## config.mk

```make
export PLATFORM = sky130hd
export DESIGN_NAME = content_length_deframer_unit
export DESIGN_NICKNAME = d
export VERILOG_FILES = /design/src/rtl/core/clc_pkg.sv /design/src/rtl/core/clc_front.sv /design/src/rtl/core/clc_queue.sv /design/src/rtl/core/content_length_deframer_unit.sv
export SDC_FILE = /design/constraint.sdc
export NUM_CORES = 1
export LEC_CHECK = 0
export ABC_CLOCK_PERIOD_IN_PS = 5300
export BUFFER_PORTS_ARGS = -buffer_cell sky130_fd_sc_hd__buf_2
export CAP_MARGIN = 5
export CORE_ASPECT_RATIO = 1.75
export CORE_MARGIN = 2
export CORE_UTILIZATION = 54
export CTS_CLUSTER_SIZE = 10
export DETAILED_ROUTE_END_ITERATION = 10
export PLACE_DENSITY = 0.68
export SYNTH_ARGS = -nofsm -noshare
export SYNTH_HDL_FRONTEND = slang
export SYNTH_HIERARCHICAL = 1
export SYNTH_SLANG_ARGS = --single-unit
```

## constraint.sdc

```tcl
create_clock -name i_clk -period 5.3 [get_ports i_clk]
set_input_delay 1.06 -clock i_clk [delete_from_list [all_inputs] [get_ports i_clk]]
set_output_delay 1.06 -clock i_clk [all_outputs]
set_load 0.01 [all_outputs]
```

## src/rtl/core/clc_pkg.sv

```systemverilog
// shared types and constants for the content-length deframer
// no dependencies; imported by clc_front, clc_queue and the top level
`timescale 1ns / 1ps

package clc_pkg;

    // characters the header tracker looks for
    localparam logic [7:0] CH_CR    = 8'h0D;
    localparam logic [7:0] CH_LF    = 8'h0A;
    localparam logic [7:0] CH_SPACE = 8'h20;
    localparam logic [7:0] CH_ZERO  = 8'h30;
    localparam logic [7:0] CH_NINE  = 8'h39;
    localparam logic [7:0] CH_UPA   = 8'h41;
    localparam logic [7:0] CH_UPZ   = 8'h5A;

    // length of the "content-length:" tag
    localparam int unsigned TAG_LEN = 15;
    localparam logic [3:0]  TAG_LAST = 4'(TAG_LEN - 1);

    // phase of the length field search
    typedef enum logic [1:0] {
        PH_TAG    = 2'd0,
        PH_SPACE  = 2'd1,
        PH_DIGITS = 2'd2,
        PH_DONE   = 2'd3
    } t_phase;

    // separator progress: bytes of CR LF CR LF matched so far
    typedef enum logic [1:0] {
        SEP_NONE   = 2'd0,
        SEP_CR     = 2'd1,
        SEP_CRLF   = 2'd2,
        SEP_CRLFCR = 2'd3
    } t_sep;

    // one result transaction
    typedef struct packed {
        logic [7:0] body_byte;
        logic       last;
        logic       empty_msg;
    } t_result;

    // lowercase tag characters by position
    function automatic logic [7:0] tag_char(input logic [3:0] idx);
        logic [7:0] c;
        case (idx)
            4'd0:    c = 8'h63; // c
            4'd1:    c = 8'h6F; // o
            4'd2:    c = 8'h6E; // n
            4'd3:    c = 8'h74; // t
            4'd4:    c = 8'h65; // e
            4'd5:    c = 8'h6E; // n
            4'd6:    c = 8'h74; // t
            4'd7:    c = 8'h2D; // -
            4'd8:    c = 8'h6C; // l
            4'd9:    c = 8'h65; // e
            4'd10:   c = 8'h6E; // n
            4'd11:   c = 8'h67; // g
            4'd12:   c = 8'h74; // t
            4'd13:   c = 8'h68; // h
            4'd14:   c = 8'h3A; // :
            default: c = 8'h00;
        endcase
        return c;
    endfunction

endpackage

```

## src/rtl/core/clc_front.sv

```systemverilog
// front end: tracks header tag, length digits and separator, counts body bytes
// depends on clc_pkg; pushes result transactions into clc_queue
`timescale 1ns / 1ps

module clc_front #(
    parameter int LEN_BITS = 32
) (
    input  logic             i_clk,
    input  logic             i_rst_n,
    input  logic             i_accept,
    input  logic [7:0]       i_byte,
    output logic             o_push,
    output clc_pkg::t_result o_result
);
    import clc_pkg::*;

    localparam logic [LEN_BITS-1:0] LEN_ONE = LEN_BITS'(1);

    logic                r_in_body, n_in_body;
    t_sep                r_sep, n_sep;
    logic [3:0]          r_tag, n_tag;
    t_phase              r_phase, n_phase;
    logic [LEN_BITS-1:0] r_len, n_len;
    logic [LEN_BITS-1:0] r_left, n_left;

    logic [7:0]          lower;
    logic                is_digit;
    logic [LEN_BITS+3:0] len_ext;
    logic [LEN_BITS+3:0] len_acc;
    logic [LEN_BITS-1:0] len_digit;
    logic                sep_done;

    // lowercase and digit decode of the incoming byte
    assign lower    = (i_byte >= CH_UPA && i_byte <= CH_UPZ) ? i_byte + 8'd32 : i_byte;
    assign is_digit = (i_byte >= CH_ZERO) && (i_byte <= CH_NINE);

    // len * 10 + digit, saturating at the largest length
    assign len_ext   = {4'b0000, r_len};
    assign len_acc   = (len_ext << 3) + (len_ext << 1) + {{LEN_BITS{1'b0}}, i_byte[3:0]};
    assign len_digit = (len_acc[LEN_BITS+3:LEN_BITS] != 4'b0000) ? {LEN_BITS{1'b1}}
                                                                   : len_acc[LEN_BITS-1:0];

    assign sep_done = (r_sep == SEP_CRLFCR) && (i_byte == CH_LF);

    // next state of the tag and length tracker
    always_comb begin
        n_phase = r_phase;
        n_tag   = r_tag;
        n_len   = r_len;
        unique case (r_phase)
            PH_TAG: begin
                if (lower == tag_char(r_tag)) begin
                    if (r_tag == TAG_LAST) begin
                        n_tag   = 4'd0;
                        n_phase = PH_SPACE;
                    end else begin
                        n_tag = r_tag + 4'd1;
                    end
                end else begin
                    n_tag = (lower == tag_char(4'd0)) ? 4'd1 : 4'd0;
                end
            end
            PH_SPACE: begin
                if (i_byte != CH_SPACE) begin
                    if (is_digit) begin
                        n_phase = PH_DIGITS;
                        n_len   = len_digit;
                    end else begin
                        n_phase = PH_DONE;
                    end
                end
            end
            PH_DIGITS: begin
                if (is_digit) begin
                    n_len = len_digit;
                end else begin
                    n_phase = PH_DONE;
                end
            end
            PH_DONE: begin
                n_phase = PH_DONE;
            end
            default: begin
                n_phase = PH_TAG;
            end
        endcase
    end

    // next state of the separator matcher
    always_comb begin
        if ((r_sep == SEP_NONE || r_sep == SEP_CRLF) && i_byte == CH_CR) begin
            n_sep = (r_sep == SEP_NONE) ? SEP_CR : SEP_CRLFCR;
        end else if (r_sep == SEP_CR && i_byte == CH_LF) begin
            n_sep = SEP_CRLF;
        end else if (sep_done) begin
            n_sep = SEP_NONE;
        end else begin
            n_sep = (i_byte == CH_CR) ? SEP_CR : SEP_NONE;
        end
    end

    // result output and body counter
    always_comb begin
        o_push             = 1'b0;
        o_result.body_byte = i_byte;
        o_result.last      = 1'b0;
        o_result.empty_msg = 1'b0;
        n_in_body          = r_in_body;
        n_left             = r_left;
        if (r_in_body) begin
            o_push        = 1'b1;
            o_result.last = (r_left == LEN_ONE);
            n_left        = r_left - LEN_ONE;
            if (r_left == LEN_ONE) begin
                n_in_body = 1'b0;
            end
        end else if (sep_done) begin
            if (r_len == '0) begin
                o_push             = 1'b1;
                o_result.body_byte = 8'h00;
                o_result.last      = 1'b1;
                o_result.empty_msg = 1'b1;
            end else begin
                n_in_body = 1'b1;
                n_left    = r_len;
            end
        end
        if (!i_accept) begin
            o_push = 1'b0;
        end
    end

    // state registers; header trackers clear when a header completes
    always_ff @(posedge i_clk) begin
        if (!i_rst_n) begin
            r_in_body <= 1'b0;
            r_sep     <= SEP_NONE;
            r_tag     <= 4'd0;
            r_phase   <= PH_TAG;
            r_len     <= '0;
            r_left    <= '0;
        end else if (i_accept) begin
            r_in_body <= n_in_body;
            r_left    <= n_left;
            if (!r_in_body) begin
                if (sep_done) begin
                    r_sep   <= SEP_NONE;
                    r_tag   <= 4'd0;
                    r_phase <= PH_TAG;
                    r_len   <= '0;
                end else begin
                    r_sep   <= n_sep;
                    r_tag   <= n_tag;
                    r_phase <= n_phase;
                    r_len   <= n_len;
                end
            end
        end
    end

endmodule

```

## src/rtl/core/clc_queue.sv

```systemverilog
// back end: two-entry result queue with a registered head driving the output
// depends on clc_pkg; fed by clc_front
`timescale 1ns / 1ps

module clc_queue (
    input  logic             i_clk,
    input  logic             i_rst_n,
    input  logic             i_push,
    input  clc_pkg::t_result i_result,
    output logic             o_space,
    output logic             o_valid,
    input  logic             i_ready,
    output clc_pkg::t_result o_result
);
    import clc_pkg::*;

    logic [1:0] r_cnt, n_cnt;
    t_result    r_head, n_head;
    t_result    r_spill, n_spill;
    logic       pop;

    assign o_valid  = (r_cnt != 2'd0);
    assign o_space  = (r_cnt != 2'd2);
    assign o_result = r_head;
    assign pop      = o_valid && i_ready;

    // queue update for push, pop or both
    always_comb begin
        n_cnt   = r_cnt;
        n_head  = r_head;
        n_spill = r_spill;
        case ({i_push, pop})
            2'b11: begin
                if (r_cnt == 2'd2) begin
                    n_head  = r_spill;
                    n_spill = i_result;
                end else begin
                    n_head = i_result;
                end
            end
            2'b10: begin
                n_cnt = r_cnt + 2'd1;
                if (r_cnt == 2'd0) begin
                    n_head = i_result;
                end else begin
                    n_spill = i_result;
                end
            end
            2'b01: begin
                n_cnt  = r_cnt - 2'd1;
                n_head = r_spill;
            end
            default: begin
                n_cnt = r_cnt;
            end
        endcase
    end

    // fill count under reset, payload without
    always_ff @(posedge i_clk) begin
        if (!i_rst_n) begin
            r_cnt <= 2'd0;
        end else begin
            r_cnt <= n_cnt;
        end
    end

    always_ff @(posedge i_clk) begin
        r_head  <= n_head;
        r_spill <= n_spill;
    end

endmodule

```

## src/rtl/core/content_length_deframer_unit.sv

```systemverilog
// top level of the content-length deframer: front end plus result queue
// depends on clc_pkg, clc_front and clc_queue
`timescale 1ns / 1ps

// Byte-stream deframer for "Content-Length" framed messages. Each input
// transaction carries one stream byte. Header bytes are scanned for the first
// case-insensitive "content-length:" tag; spaces after it are skipped and the
// decimal digits that follow set the body length, saturating at 2^LEN_BITS-1
// (no digits means length 0). CR LF CR LF ends the header; the next length
// bytes then come out one per result, the final one with o_last set. A zero
// length gives a single result with o_empty_msg and o_last set and a zero
// byte. Header bytes give no result. One byte is taken every cycle while
// o_ready is high: the tracker does its work in the cycle a byte is accepted,
// and a two-entry result queue behind it keeps o_ready high unless two wait.
module content_length_deframer_unit #(
    parameter int LEN_BITS = 32
) (
    input  logic       i_clk,
    input  logic       i_rst_n,
    input  logic       i_valid,
    output logic       o_ready,
    input  logic [7:0] i_in_byte,
    output logic       o_valid,
    input  logic       i_ready,
    output logic [7:0] o_body_byte,
    output logic       o_last,
    output logic       o_empty_msg
);
    import clc_pkg::*;

    logic    accept;
    logic    push;
    logic    space;
    t_result front_result;
    t_result out_result;

    // input transaction accepted whenever the queue has a free entry
    assign o_ready = space;
    assign accept  = i_valid && space;

    // header tracking and body counting
    clc_front #(
        .LEN_BITS (LEN_BITS)
    ) u_front (
        .i_clk    (i_clk),
        .i_rst_n  (i_rst_n),
        .i_accept (accept),
        .i_byte   (i_in_byte),
        .o_push   (push),
        .o_result (front_result)
    );

    // result queue and output handshake
    clc_queue u_queue (
        .i_clk    (i_clk),
        .i_rst_n  (i_rst_n),
        .i_push   (push),
        .i_result (front_result),
        .o_space  (space),
        .o_valid  (o_valid),
        .i_ready  (i_ready),
        .o_result (out_result)
    );

    assign o_body_byte = out_result.body_byte;
    assign o_last      = out_result.last;
    assign o_empty_msg = out_result.empty_msg;

endmodule

```

==> reports/qor.csv, run 1 <==
metric;value;unit
sequential share of power;52.2;%
root buffer cell;clkbuf_16;
RD Place Congestion;0.877;
largest family of logic cells by synthesized area;compound AO/OA/AOI/OAI gates;
P per Cell Area;188;mW/mm²
Net Count, Synth;990;
Worst EP required;5.49;ns
number of instances in the synthesized netlist;899;
XOR/XNOR share of the synthesized area;4.18;%
placement-stage cell area;0.00772;mm²
dominant cell type by count on the critical path;fa_1;
family of cells with the greatest summed delay on the critical path;compound AO/OA/AOI/OAI gates;
number of nets in the layout;981;
total power draw;1.51;mW
met1 wire length;7510;µm
asr flop ratio synth;0;%
count of routing violations after the opening detailed-route iteration;451;
GRT Util Overall;27.1;%
met3 routed wirelength;611;µm
Post-synth top flop;dfxtp_1;
EDFF count, synth;20;
unique cell type count in the Yosys netlist;94;
max_slew headroom;52.0;%
CP Data Arrival Time;4.49;ns
number of detailed-routing iterations run before antenna repair;7;
Leak Pwr;3.36;nW
largest cells by area after synthesis;dfxtp_1 (22%), ha_1 (13%), edfxtp_1 (8.0%);
Setup violations, final;0;
maximum vdd ir drop;0.183;mV
clock sink count;102;
average instance area after synthesis;8.40;µm²
number of DRC violations after detailed routing;0;
pins over their slew limit;0;
detailed-route via count;6908;
initial core utilization;54.8;%
peak clock frequency supported by timing;233;MHz
Combinational Power Share;3.9;%
highest metal used;met4;
leading cell type in the layout, fill and taps excluded;nand2_1;
clock-pin slew reported for the worst setup and hold paths after clock tree synthesis;0.07;ns
post-synthesis share of cell area spent on and, or, nand and nor gates;20.5;%
antenna violations before repair;0;
die boundary width;93.4;µm
final period utilization;81.1;%
type of the most critical hold path;flop to flop;
share of the core filled with cells;58.3;%
wire length of the first global-routing pass;32600;µm
top library cells by usage in the layout, fill and taps aside;nand2_1 (83), dfxtp_1 (81), nor2_1 (79), ha_1 (77), a21oi_1 (69);
routed wire length on met2;11000;µm
run status;finished, final reports clean;
kind of end point of the critical path;flop;
clock latency at the later pin of the worst-skew pair;0.35;ns
Post-DP HPWL;15200;µm
Syn. warnings;6;
netlist area before placement;0.00755;mm²
count of cells resized by post-cts repair;0;
Clock Skew;0.00950;ns
die height;160;µm
standard cell with the maximum stage delay on the critical path;fa_1;
hold buffers post-CTS;0;
Synth Register Bits;102;
final instance area;0.00802;mm²
share of the synthesized area in compound gates (AO/OA/AOI/OAI);26.3;%
antenna fix cells;0;
ordered cell list for the critical path;buf_2 -> fa_1 -> inv_1 -> fa_1 -> nor2b_1 -> o31a_1 -> o21ai_1 -> o31ai_1 -> o2bb2ai_1 -> nor4_1 -> a31o_2 -> and2_1 -> a311oi_1;
proportion of synthesized area in mux cells;1.04;%
Fin Setup TNS;0;ns
sw frac;22.2;%
actual slew at the worst max-slew pin;0.713;ns
clock tree from TritonCTS;yes;
remaining number of nets flagged by the antenna check after routing;0;
area growth from synthesis to final layout;6.27;%
post-DR vias/cell;6.44;
Crit Path Category;primary input to flop;
number of maximum-capacitance violations;0;
Final min period;4.30;ns
Final Hold Slack;0.469;ns
net load switching power;335;µW
# IOs;24;
RSZ-0062 raised after global routing;no;
Yosys top cell area share;21.7;%
reg-to-reg setup timing slack;1.51;ns
sequential-to-total area share from yosys stat;29.7;%
final hold vios;0;
aggregate global routing overflow;0;
largest area contributor in the synthesized netlist;dfxtp_1;
count of port buffers added during placement;23;
layout cells sized above 1;8.94;%
crit start category;primary input;
total buffers and inverters traversed by the critical path;2;
internal power summed over all cells;1.17;mW
CTS max path bufs;2;
WL per Instance;18.7;µm
CORE AREA;0.0138;mm²
CP peak stage delay;0.58;ns
buffer count from post-CTS setup fixing;0;
die outline area;0.0150;mm²
CTS H-Tree Depth;3;
Row Count;57;
wire length after detailed routing;20100;µm
via count of the first global-routing pass;6685;
clock buffer count from CTS;9;
area share of fa/ha/maj cells after synthesis;13.3;%
pin count of the biggest net entering global routing;44;
Clock power frac;43.9;%
critical path fanouts, max;13;
tightest hold or removal path: stages (launching register included):
cell,delay (ns)
dfxtp_1,0.32
nand2_1,0.05
a21oi_1,0.05
logic make-up after synthesis:
family / Yosys count
AO/OA/AOI/OAI: 284
XOR/XNOR: 36
flip-flops: 102
adder cells (fa/ha/maj): 79
AND/OR/NAND/NOR: 304
multiplexers: 6
buffers and inverters: 88
cell type report:
type,count,area [µm²]
multi-input combinational,709,4930
sequential,102,2240
timing repair buffer,35,205
tap,177,221
inverter,33,125
fill,1223,5740
clock buffer,9,225
clock inverter,7,72.6
registers in the layout, summed over array words and instances, names as in the netlist, named ones only:
name and flops:
u_queue/r_cnt 2, u_queue/o_result 10, u_front/r_sep 2, u_front/r_len 32, u_front/r_tag 4, u_front/r_in_body 1, u_front/r_phase 2, u_front/r_left 32
u_queue/r_spill 10
worst paths after layout:
kind / startpoint / end / cells after the start
max: i_in_byte[3] / u_front/r_len[17]$_SDFFE_PN0P_ / 13
min: u_front/r_left[1]$_SDFFE_PN0P_ / u_front/r_left[1]$_SDFFE_PN0P_ / 2
max reg2reg: u_front/r_len[19]$_SDFFE_PN0P_ / u_front/r_len[17]$_SDFFE_PN0P_ / 11
min reg2reg: u_front/r_left[1]$_SDFFE_PN0P_ / u_front/r_left[1]$_SDFFE_PN0P_ / 2
routing by layer:
layer | global-route usage (%) | vias up
met5 | 0 | -
li1 | - | 3347
met1 | 28.6 | 3294
met2 | 51.5 | 204
met3 | 2.91 | 63
met4 | 13.6 | 0
synthesized netlist by cell type (all sizes together), types with 9 or more instances:
library cell	count
nand2b	11
buf	15
o21ai	50
a21oi	72
nand2	84
o21a	9
inv	30
clkbuf	39
edfxtp	20
a311oi	10
nor2	79
dfxtp	82
ha	77
nor3	25
a22o	11
or3	11
a221o	18
xnor2	19
xor2	17
o22ai	11
nor2b	12
a211oi	17
nor4	20
nand3	18
a31oi	14
metrics by stage:
step                worst slack [ns]  std cells
detailed placement             0.711       1055
CTS                             1.04       1071
global placement               0.823       1055
global route                   0.755       1072
finish                          1.00       1072
floorplan                       1.21        899
power by group through the flow:
stage / clock network (mW) / registers [mW] / logic [mW]
floorplan: 0 / 0.807 / 0.0423
global placement: 0 / 0.807 / 0.0560
detailed placement: 0 / 0.807 / 0.0575
CTS: 0.678 / 0.789 / 0.0579
global route: 0.702 / 0.789 / 0.0639
finish: 0.662 / 0.789 / 0.0587
(Power assumes the default switching activity.)
==> run 2, diff against run 1 <==
ABC_CLOCK_PERIOD_IN_PS = 4140   (was 5300)
clock period = 4.14 ns   (was 5.3 ns; I/O delays follow)
==> run 2 against run 1 <==
Net effect: sequential power increased by 28%; clock skew increased by 0.0011 ns; first-iteration DRC count decreased by 1.6%; flip-flop and latch count stayed put; power grew 26%; routed wire length down 0.11%; global-route usage grew 0.12 points; via count shrank 0.41%; die area unchanged; critical path depth rose by 1; largest power group unchanged.
==> reports/qor.csv, run 2 (same netlist as run 1, synthesis figures left out) <==
metric;value;unit
CP Data Arrival Time;4.08;ns
clock sink count;102;
final period utilization;92.4;%
clock tree from TritonCTS;yes;
CTS max path bufs;2;
wire length after detailed routing;20100;µm
maximum vdd ir drop;0.188;mV
RSZ-0062 raised after global routing;no;
layout cells sized above 1;10.3;%
number of DRC violations after detailed routing;0;
number of maximum-capacitance violations;0;
die outline area;0.0150;mm²
RD Place Congestion;0.925;
Final min period;3.83;ns
clock latency at the later pin of the worst-skew pair;0.35;ns
die height;160;µm
hold buffers post-CTS;0;
Leak Pwr;3.42;nW
GRT Util Overall;27.2;%
post-DR vias/cell;6.35;
pins over their slew limit;0;
Setup violations, final;0;
Final WS setup;0.313;ns
buffer count from post-CTS setup fixing;0;
Clock Skew;0.0106;ns
initial core utilization;54.8;%
root buffer cell;clkbuf_16;
detailed-route via count;6880;
kind of end point of the critical path;flop;
via count of the first global-routing pass;6946;
count of cells resized by post-cts repair;0;
placement-stage worst setup slack;-0.155;ns
crit start category;primary input;
remaining number of nets flagged by the antenna check after routing;0;
run status;finished, final reports clean;
Post-DP HPWL;15400;µm
critical path fanouts, max;13;
die boundary width;93.4;µm
# IOs;24;
clock-pin slew reported for the worst setup and hold paths after clock tree synthesis;0.08;ns
leading cell type in the layout, fill and taps excluded;nand2_1;
top library cells by usage in the layout, fill and taps aside;nand2_1 (83), dfxtp_1 (81), nor2_1 (79), ha_1 (77), a21oi_1 (69);
WL per Instance;18.5;µm
aggregate global routing overflow;0;
antenna fix cells;0;
max_slew headroom;53.3;%
pin count of the biggest net entering global routing;70;
count of routing violations after the opening detailed-route iteration;444;
area growth from synthesis to final layout;7.53;%
P per Cell Area;235;mW/mm²
Crit Path Category;primary input to flop;
number of nets in the layout;992;
CTS H-Tree Depth;3;
wire length of the first global-routing pass;33100;µm
total power draw;1.91;mW
registers with the highest flip-flop counts;u_front/r_left (32), u_front/r_len (32);
clock buffer count from CTS;9;
number of detailed-routing iterations run before antenna repair;5;
peak clock frequency supported by timing;261;MHz
share of the core filled with cells;59.0;%
actual slew at the worst max-slew pin;0.693;ns
Worst EP required;4.39;ns
count of port buffers added during placement;23;
antenna violations before repair;0;
Row Count;57;
final hold vios;0;
Final Hold Slack;0.475;ns
CORE AREA;0.0138;mm²
type of the most critical hold path;flop to flop;
run 2: path summary, 6_finish.rpt:
check | start | end | slack (ns) | depth (start not counted)
max | i_in_byte[3] | u_front/r_len[2]$_SDFFE_PN0P_ | 0.31 | 14
min | u_front/r_left[30]$_SDFFE_PN0P_ | u_front/r_left[30]$_SDFFE_PN0P_ | 0.47 | 2
max reg2reg | u_front/r_len[2]$_SDFFE_PN0P_ | u_front/r_len[2]$_SDFFE_PN0P_ | 0.54 | 13
min reg2reg | u_front/r_left[30]$_SDFFE_PN0P_ | u_front/r_left[30]$_SDFFE_PN0P_ | 0.47 | 2
run 2: power breakdown:
part	switching (mW)	internal, mW	leakage (nW)
Clock	0.395	0.422	0.140
Combinational	0.0528	0.0271	2.44
Sequential	0.000105	1.01	0.842
run 2: critical path, stage by stage:
cell and delay, ns:
buf_2 0.12, fa_1 0.58, inv_1 0.07, fa_1 0.45, nor2b_1 0.18, o31a_1 0.18, o21ai_1 0.18, a21oi_1 0.24
a21oi_1 0.12, o21ai_1 0.19, a41oi_1 0.26, and2_1 0.27, buf_12 0.15, a311oi_1 0.26
run 2: per-layer routing:
| layer | up-vias | routed length, µm | global-route usage, % |
|---|---|---|---|
| met5 | - | 0 | 0 |
| met4 | 0 | 543 | 10.3 |
| met3 | 44 | 498 | 3.00 |
| met2 | 169 | 11300 | 53.5 |
| met1 | 3286 | 7700 | 28.5 |
| li1 | 3381 | - | - |
run 2: final cells by class:
cell class	count	area [µm²]
fill	1245	5650
multi-input combinational	709	4940
sequential	102	2240
timing repair buffer	46	300
clock buffer	9	225
tap	177	221
inverter	33	125
clock inverter	7	65.1
run 2: stage by stage:
| stage | instances | setup TNS [ns] | instance area, µm² |
|---|---|---|---|
| 5_1_grt | 1083 | 0 | 8120 |
| 2_1_floorplan | 899 | 0 | 7550 |
| 3_5_place_dp | 1067 | -2.46 | 7820 |
| 4_1_cts | 1083 | 0 | 8110 |
| 6_report | 1083 | 0 | 8120 |
| 3_3_place_gp | 1067 | -0.288 | 7820 |
==> run 3, diff against run 2 <==
ABC_CLOCK_PERIOD_IN_PS = 3200   (was 4140)
PLACE_DENSITY = 0.71   (was 0.68)
clock period = 3.2 ns   (was 4.14 ns; I/O delays follow)
==> run 3 against run 2 <==
Net effect: the flow now finishes with violations (negative setup slack); final cell count grew 8.7%; largest cell class unchanged; critical endpoint is now u_front/r_len[8]$_SDFFE_PN0P_; design area rose by 12%; clock skew is 0.0026 ns higher; clock power rose by 33%; sequential share of layout area shrank 2.9 points; routed wire length rose by 11%; non-clock buffer count is 94 higher; global-route usage rose by 2.1 points; utilization grew 7.1 points.
==> reports/qor.csv, run 3 (same netlist as run 1, synthesis figures left out) <==
metric;value;unit
WL per Instance;18.9;µm
die outline area;0.0150;mm²
CTS max path bufs;2;
critical hold path startpoint;u_front/r_sep[0]$_SDFFE_PN0P_;
reg-to-reg setup timing slack;-0.11;ns
pins over their slew limit;0;
leading cell type in the layout, fill and taps excluded;buf_4;
violations in the final reports;negative setup slack;
Leak Pwr;3.96;nW
Fin Setup TNS;-1.78;ns
layout cells sized above 1;22.6;%
Final Hold Slack;0.483;ns
initial core utilization;54.8;%
Worst EP required;3.44;ns
clock sink count;102;
pin count of the biggest net entering global routing;70;
top library cells by usage in the layout, fill and taps aside;buf_4 (113), nand2_1 (82), dfxtp_1 (79), nor2_1 (78), ha_1 (74);
antenna violations before repair;0;
Clock Skew;0.0132;ns
beginning of the critical path;u_front/r_len[16]$_SDFFE_PN0P_;
GRT Util Overall;29.3;%
crit start category;flop;
Final min period;3.31;ns
# IOs;24;
RD Place Congestion;0.964;
most used routing layer;met2;
wire length of the first global-routing pass;35300;µm
final hold vios;0;
max_slew headroom;54.2;%
CP Data Arrival Time;3.55;ns
hold-critical path depth;2;
run status;complete, but fails checks;
final period utilization;104;%
antenna fix cells;0;
end of the worst register-to-register path;u_front/r_len[8]$_SDFFE_PN0P_;
Final WS setup;-0.113;ns
registers with the highest flip-flop counts;u_front/r_left (32), u_front/r_len (32);
Row Count;57;
number of DRC violations after detailed routing;0;
fill cell total of the finished layout;1106;
Crit Path Category;flop to flop;
placement-stage cell area;0.00857;mm²
met1 layer usage reported by global route;28.8;%
die boundary width;93.4;µm
RSZ-0062 raised after global routing;yes;
root buffer cell;clkbuf_16;
final instance area;0.00910;mm²
aggregate global routing overflow;0;
peak clock frequency supported by timing;302;MHz
Worst Reg2Reg Path Length in Cells;13;
clock latency at the later pin of the worst-skew pair;0.36;ns
wire length after detailed routing;22200;µm
actual slew at the worst max-slew pin;0.678;ns
number of maximum-capacitance violations;0;
post-DR vias/cell;6.29;
count of placed standard cells in the final layout, fillers left out;1177;
clock-pin slew reported for the worst setup and hold paths after clock tree synthesis;0.07;ns
type of the most critical hold path;flop to flop;
count of routing violations after the opening detailed-route iteration;529;
remaining number of nets flagged by the antenna check after routing;0;
area growth from synthesis to final layout;20.5;%
number of nets in the layout;1086;
met2 Resource Use GR;57.3;%
total power draw;2.53;mW
die height;160;µm
detailed-route via count;7404;
clock tree from TritonCTS;yes;
Post-DP HPWL;16900;µm
cell count after placement;1153;
maximum vdd ir drop;0.224;mV
via count of the first global-routing pass;7445;
clock buffer count from CTS;9;
count of port buffers added during placement;23;
kind of end point of the critical path;flop;
number of detailed-routing iterations run before antenna repair;5;
CTS H-Tree Depth;3;
sink of the worst hold path;u_front/r_sep[0]$_SDFFE_PN0P_;
M3 GR Usage;3.56;%
worst reg2reg startpoint;u_front/r_len[16]$_SDFFE_PN0P_;
CORE AREA;0.0138;mm²
P per Cell Area;278;mW/mm²
Setup violations, final;21;
critical path fanouts, max;4;
-- run 3: per-layer routing --
metal / part of all wire, % / vias up
met2: 56 / 201
met5: 0 / -
li1: - / 3565
met1: 36 / 3567
met3: 2.8 / 71
met4: 5.2 / 0
-- run 3: layout make-up --
cell class	instances	area (µm²)	share of cell area [%]
Multi-Input combinational cell	709	5140	56.5
Sequential cell	102	2250	24.7
Timing Repair Buffer	140	1050	11.6
Clock buffer	9	225	2.48
Tap cell	177	221	2.43
Inverter	33	128	1.40
Clock inverter	7	78.8	0.866
-- run 3: worst max-delay path: stages, from the launching register on --
cell,delay (ns)
dfxtp_1,0.42
ha_1,0.27
ha_1,0.35
a21oi_1,0.20
o21ai_1,0.17
a221oi_2,0.30
buf_4,0.17
o211ai_1,0.15
o2bb2ai_4,0.22
xor2_1,0.18
a31o_2,0.23
a21oi_4,0.10
clkbuf_16,0.18
a221o_1,0.26
-- run 3: worst max-delay path by stage --
stage                                                 to
final                      u_front/r_len[8]$_SDFFE_PN0P_
after global routing      u_front/r_len[15]$_SDFFE_PN0P_
after CTS                  u_front/r_len[4]$_SDFFE_PN0P_
after floorplan                                     flop
after global placement    u_front/r_len[29]$_SDFFE_PN0P_
after detailed placement   u_front/r_len[4]$_SDFFE_PN0P_
-- run 3: repair_timing --
item	4_1_cts	5_1_grt
gates resized for setup	7	23
cloned	0	2
setup endpoints to repair	31	45
hold buffers	0	0
pin swaps	5	5
hold endpoints to repair	0	0
buffers inserted	1	4
-- run 3: metrics by stage --
stage	util, %	setup WS, ns
2_1_floorplan	-	-0.103
3_5_place_dp	62.2	-0.559
3_3_place_gp	62.2	-0.445
6_report	66.1	-0.113
5_1_grt	66.1	-0.251
4_1_cts	64.7	-0.0294
-- run 3: report_power, final --
part           internal [mW]  switching [mW]
clock network          0.554           0.541
registers               1.31        0.000132
logic                 0.0537          0.0760
total                   1.91           0.617
